==> config.mk <==
export PLATFORM = sky130hd
export DESIGN_NAME = lvhs_muldiv
export DESIGN_NICKNAME = d
export VERILOG_FILES = /design/src/rtl/lvhs_pkg.sv /design/src/rtl/lvhs_muldiv.sv
export SDC_FILE = /design/constraint.sdc
export NUM_CORES = 1
export LEC_CHECK = 0
export ABC_AREA = 1
export BUFFER_PORTS_ARGS = -buffer_cell sky130_fd_sc_hd__buf_2
export CORE_UTILIZATION = 50
export DETAILED_ROUTE_END_ITERATION = 16
export PLACE_DENSITY = 0.69
export SYNTH_ARGS = -nofsm -noshare
export SYNTH_HDL_FRONTEND = slang
export SYNTH_SLANG_ARGS = --single-unit
==> constraint.sdc <==
create_clock -name clk -period 10.2 [get_ports clk]
set_input_delay 1.02 -clock clk [delete_from_list [all_inputs] [get_ports clk]]
set_output_delay 1.02 -clock clk [all_outputs]
set_load 0.005 [all_outputs]
==> src/rtl/lvhs_pkg.sv <==
`timescale 1ns / 1ps
// ----------------------------------------------------------------------------
// lvhs_pkg
// Shared types and constants of the load variance host selector.
// ----------------------------------------------------------------------------
package lvhs_pkg;

    localparam int MAX_HOSTS_DEF  = 64;
    localparam int LOAD_BITS_DEF  = 16;
    localparam int COORD_BITS_DEF = 16;

    localparam int ID_W        = 6;
    localparam int RULE_W      = 3;
    localparam int BAL_W       = 24;
    localparam int DEV_W       = 4;
    localparam int M2_W        = 2 * DEV_W;
    localparam int HIST_CNT_W  = 24;
    localparam int HIST_SUM_W  = 2 * BAL_W;
    localparam int HIST_SQ_W   = 64;

    // datapath of the shared mul/div unit; holds every product of the flow
    localparam int ACC_W = 2 * HIST_SUM_W;
    localparam int LEN_W = 7;

    localparam logic [DEV_W-1:0]      DEV_MULT_RESET = DEV_W'(2);
    localparam logic [HIST_CNT_W-1:0] HIST_CNT_MAX   = {HIST_CNT_W{1'b1}};

    typedef enum logic [RULE_W-1:0] {
        RULE_SHORTCUT = 3'd0,
        RULE_LEAST    = 3'd1,
        RULE_NEAREST  = 3'd2,
        RULE_SINGLE   = 3'd3,
        RULE_NONE     = 3'd4
    } rule_t;

    typedef enum logic {
        UOP_MUL = 1'b0,
        UOP_DIV = 1'b1
    } uop_t;

    typedef struct packed {
        logic             start;
        uop_t             op;
        logic [LEN_W-1:0] len;
    } unit_req_t;

    typedef struct packed {
        logic busy;
        logic done;
    } unit_stat_t;

endpackage

==> src/rtl/lvhs_muldiv.sv <==
`timescale 1ns / 1ps
// ----------------------------------------------------------------------------
// lvhs_muldiv
// Iterative shift-add multiplier and restoring divider on one shared adder.
// ----------------------------------------------------------------------------
module lvhs_muldiv (
    input  logic                      clk,
    input  logic                      rst_n,
    input  lvhs_pkg::unit_req_t       req,
    input  logic [lvhs_pkg::ACC_W-1:0] opa,
    input  logic [lvhs_pkg::ACC_W-1:0] opb,
    output lvhs_pkg::unit_stat_t      stat,
    output logic [lvhs_pkg::ACC_W-1:0] result
);
    import lvhs_pkg::*;

    logic [ACC_W-1:0] acc_reg;
    logic [ACC_W-1:0] a_reg;
    logic [ACC_W-1:0] b_reg;
    logic [LEN_W-1:0] cnt_reg;
    logic             run_reg;
    logic             done_reg;
    uop_t             op_reg;

    logic             is_div;
    logic [ACC_W-1:0] rem_sh;
    logic [ACC_W-1:0] add_x;
    logic [ACC_W-1:0] add_y;
    logic [ACC_W:0]   sum;

    assign is_div = (op_reg == UOP_DIV);
    assign rem_sh = {acc_reg[ACC_W-2:0], a_reg[ACC_W-1]};
    assign add_x  = is_div ? rem_sh : acc_reg;
    assign add_y  = is_div ? ~b_reg : a_reg;
    // divide: carry out set means no borrow on rem - divisor
    assign sum    = {1'b0, add_x} + {1'b0, add_y} + {{ACC_W{1'b0}}, is_div};

    always_ff @(posedge clk or negedge rst_n)
    begin
        if (!rst_n)
        begin
            run_reg  <= 1'b0;
            done_reg <= 1'b0;
            cnt_reg  <= '0;
        end
        else if (req.start)
        begin
            op_reg   <= req.op;
            cnt_reg  <= req.len;
            acc_reg  <= '0;
            a_reg    <= opa;
            b_reg    <= opb;
            run_reg  <= 1'b1;
            done_reg <= 1'b0;
        end
        else if (run_reg)
        begin
            if (is_div)
            begin
                acc_reg <= sum[ACC_W] ? sum[ACC_W-1:0] : rem_sh;
                a_reg   <= {a_reg[ACC_W-2:0], sum[ACC_W]};
            end
            else
            begin
                if (b_reg[0])
                begin
                    acc_reg <= sum[ACC_W-1:0];
                end
                a_reg <= {a_reg[ACC_W-2:0], 1'b0};
                b_reg <= {1'b0, b_reg[ACC_W-1:1]};
            end
            cnt_reg <= cnt_reg - LEN_W'(1);
            if (cnt_reg == LEN_W'(1))
            begin
                run_reg  <= 1'b0;
                done_reg <= 1'b1;
            end
        end
        else
        begin
            done_reg <= 1'b0;
        end
    end

    assign stat.busy = run_reg;
    assign stat.done = done_reg;
    assign result    = is_div ? a_reg : acc_reg;

endmodule

==> impl_metrics.ini <==
[cells_and_area]
final_core_util_pct = 56.3
fin_nets = 5370
drive_above_1_share_pct = 8.01
area_delta_synth_final_pct = 10.5
n_fill_cell = 5961
antennaDiodeCount = 0

[setup_path]
required_ps = 10520
critPathArrivalTime_ps = 6610
worstSetupStartpoint = is_div
reg2reg_from = is_div
critPathLaunchType = flop
reg2regPathDepth = 18
crit_type = flop to flop
critPathMaxFanout = 197
endpoint_kind = flop

[synth]
syn-cell-area_um2 = 28900
ys_seq_elements = 298
synth_cell_types = 39
synth_edf_count = 289
ys_async_sr_fraction_pct = 3.02
synth_nets = 5200
yosys_warnings = 0
syn_area_per_cell_um2 = 5.90
synthCells = 4898
seq_area_frac_synth_pct = 30.8
synth_ff_type = edfxtp_1

[global_routing]
grt_util_all_layers_pct = 35.8
grt_pass1_wl_um = 164000
overflow = 0
grt_max_degree = 198
grt_antenna_before_repair = 1
grt_pass1_vias = 28100

[sta]
period_share_pct = 61.7
layout_setup_ws_ps = 3910
setup_viol = 0
rsz0062_at_grt = no
fmax_ghz = 0.159
worst_pin_slew_ps = 1110
relSlewSlack_pct = 26.0
setup-tns-final_ps = 0
slew_violations = 0
hold_viol_final = 0
fin_crit_ps = 6290
finalClockSkew_ps = 39.5

[floorplan]
io_pins = 301
core_area_um2 = 56700
die_area_um2 = 58800
die_y_um = 242
start_util_pct = 51.0
die_w_um = 242
row_count = 87

[clock_network]
ctsHoldBuffers = 0
cts_tree = yes
cts_root_buffer = clkbuf_16
cts_buffers = 36
worstSkewPairLatency_ps = 580
h-tree-depth = 2
post_cts_buffers = 0
post_cts_resized = 0
clock_path_buffers = 3
clk_pin_slew_ps = 60
cts_sinks = 298

[place]
dp_hpwl_um = 83100
portBuffers = 300
gp_congestion = 1.06
pre_cts_ws_ps = 4020

[power_and_ir_drop]
p_clk_share_pct = 26.3
p_sw_uw = 2080
pwr-share-comb_pct = 41.9
p_leak_uw = 0.0175
ir_drop_mv = 0.133
power_frac_seq_pct = 31.8
p_int_uw = 2860
power_density_nw_per_um2 = 155
p_sw_share_pct = 42.2
power_uw = 4940

[routing]
drc_errors = 0
routed_wirelength_um = 107000
vias = 31200
drt_pre_antenna_iters = 6
wl_per_cell_um = 18.3
ant_nets = 0
via_per_inst = 5.33
dr.first_iter.drc_count = 3846

[status]
outcome = finished clean

[hold_path]
min-delay-path-class = input pin to asynchronous set/reset pin

[flow_run]
maxCapViolCount = 0
[layer usage]
metal	vias up	GRT usage (%)	wire (µm)
met5	-	0	0
met4	0	8.21	2390
met3	137	5.03	10000
met2	1418	53.6	45500
met1	14100	53.9	49400
li1	15500	-	-
[power by group through the flow]
stage / registers, µW / clock network, µW / logic [µW]
floorplan: 1570 / 0 / 1400
global placement: 1590 / 0 / 2000
detailed placement: 1590 / 0 / 2010
CTS: 1570 / 1310 / 2020
global route: 1580 / 1350 / 2290
finish: 1570 / 1300 / 2070
[critical path, cell delays in order (launching register included)]
cell and delay [ps]:
edfxtp_1 530, inv_8 390, buf_12 410, o21ai_0 290, ha_1 450, nand2_1 130, nor2_2 240, nand2_1 160
nor3_4 300, nand2_2 130, nor3_2 190, nand2_4 530, nand3_4 590, buf_4 620, o21ai_0 160, nand2_1 90
nand2_1 50, nand2_1 50, nand2_1 80
[through the flow]
| step | hold slack (ps) | instances | instance area [µm²] |
|---|---|---|---|
| global placement | 504 | 5786 | 30800 |
| detailed placement | 512 | 5786 | 30800 |
| floorplan | 486 | 4898 | 28900 |
| finish | 363 | 5849 | 31900 |
| CTS | 354 | 5849 | 31900 |
| global route | 369 | 5849 | 31900 |
[worst paths after layout]
kind                                    to  slack [ps]
worst max-delay path            acc_reg[2]        3910
worst min-delay path              done_reg         360
worst max register to register  acc_reg[2]        3910
worst min register to register    done_reg         520
max in group asynchronous       cnt_reg[4]        8850
min in group clk                  done_reg         520
[kinds of logic (layout without fill, tap and decap cells)]
| logic type | count (synthesis) | in the layout | synth area share [%] |
|---|---|---|---|
| buf+inv | 1032 | 1227 | 13.8 |
| simple gates | 2847 | 2847 | 39.0 |
| fa+ha+maj | 99 | 99 | 4.34 |
| xor+xnor | 51 | 51 | 1.55 |
| compound gates | 571 | 571 | 10.5 |
| flops | 298 | 298 | 30.8 |
[cell usage after synthesis, types with 2 or more instances]
library cell | count | area, µm²
and2_1 | 5 | 31.3
nor2_1 | 210 | 788
buf_4 | 3 | 22.5
clkinv_1 | 3 | 11.3
inv_2 | 6 | 22.5
a21oi_1 | 136 | 681
o21bai_1 | 2 | 15.0
o21ai_0 | 365 | 1830
buf_6 | 9 | 101
buf_2 | 9 | 45.0
nand2_2 | 6 | 37.5
fa_1 | 2 | 40.0
xor2_1 | 6 | 52.6
inv_1 | 830 | 3120
dfrtp_1 | 9 | 225
nor2_2 | 8 | 50.1
clkbuf_1 | 154 | 578
nand2_1 | 2303 | 8640
ha_1 | 97 | 1210
o21ai_1 | 3 | 15.0
nand4_1 | 88 | 551
o211ai_1 | 61 | 458
xnor2_1 | 45 | 394
buf_1 | 17 | 63.8
edfxtp_1 | 289 | 8680
nand3_1 | 205 | 1030
nor4_1 | 5 | 31.3
nor3_1 | 11 | 55.1
[cells in the final DEF, fill, tap and decap left out, drive strengths merged]
master,synthesis,final
nand3,206,206
dfrtp,9,9
a21oi,137,137
and2,5,5
o211ai,61,61
o221ai,1,1
a21boi,1,1
bufinv,0,3
fa,2,2
clkbuf,154,40
xnor2,45,45
nor2,218,218
nand3b,1,1
inv,836,839
nor3,13,13
nor4,5,5
o21ai,368,368
buf,39,325
nand2,2309,2309
xor2,6,6
o21bai,2,2
edfxtp,289,289
or2,1,1
nand4,89,89
a22o,1,1
clkinv,3,15
clkinvlp,0,5
ha,97,97
[final cells by class]
type | count | area (µm²) | share of cell area [%]
multi-input combinational | 3568 | 16100 | 50.3
inverter | 839 | 3160 | 9.89
clock inverter | 23 | 203 | 0.635
timing repair buffer | 325 | 1730 | 5.41
sequential | 298 | 8900 | 27.9
tap | 756 | 946 | 2.96
clock buffer | 40 | 937 | 2.94
No activity file was read; power rests on OpenSTA's default activity.
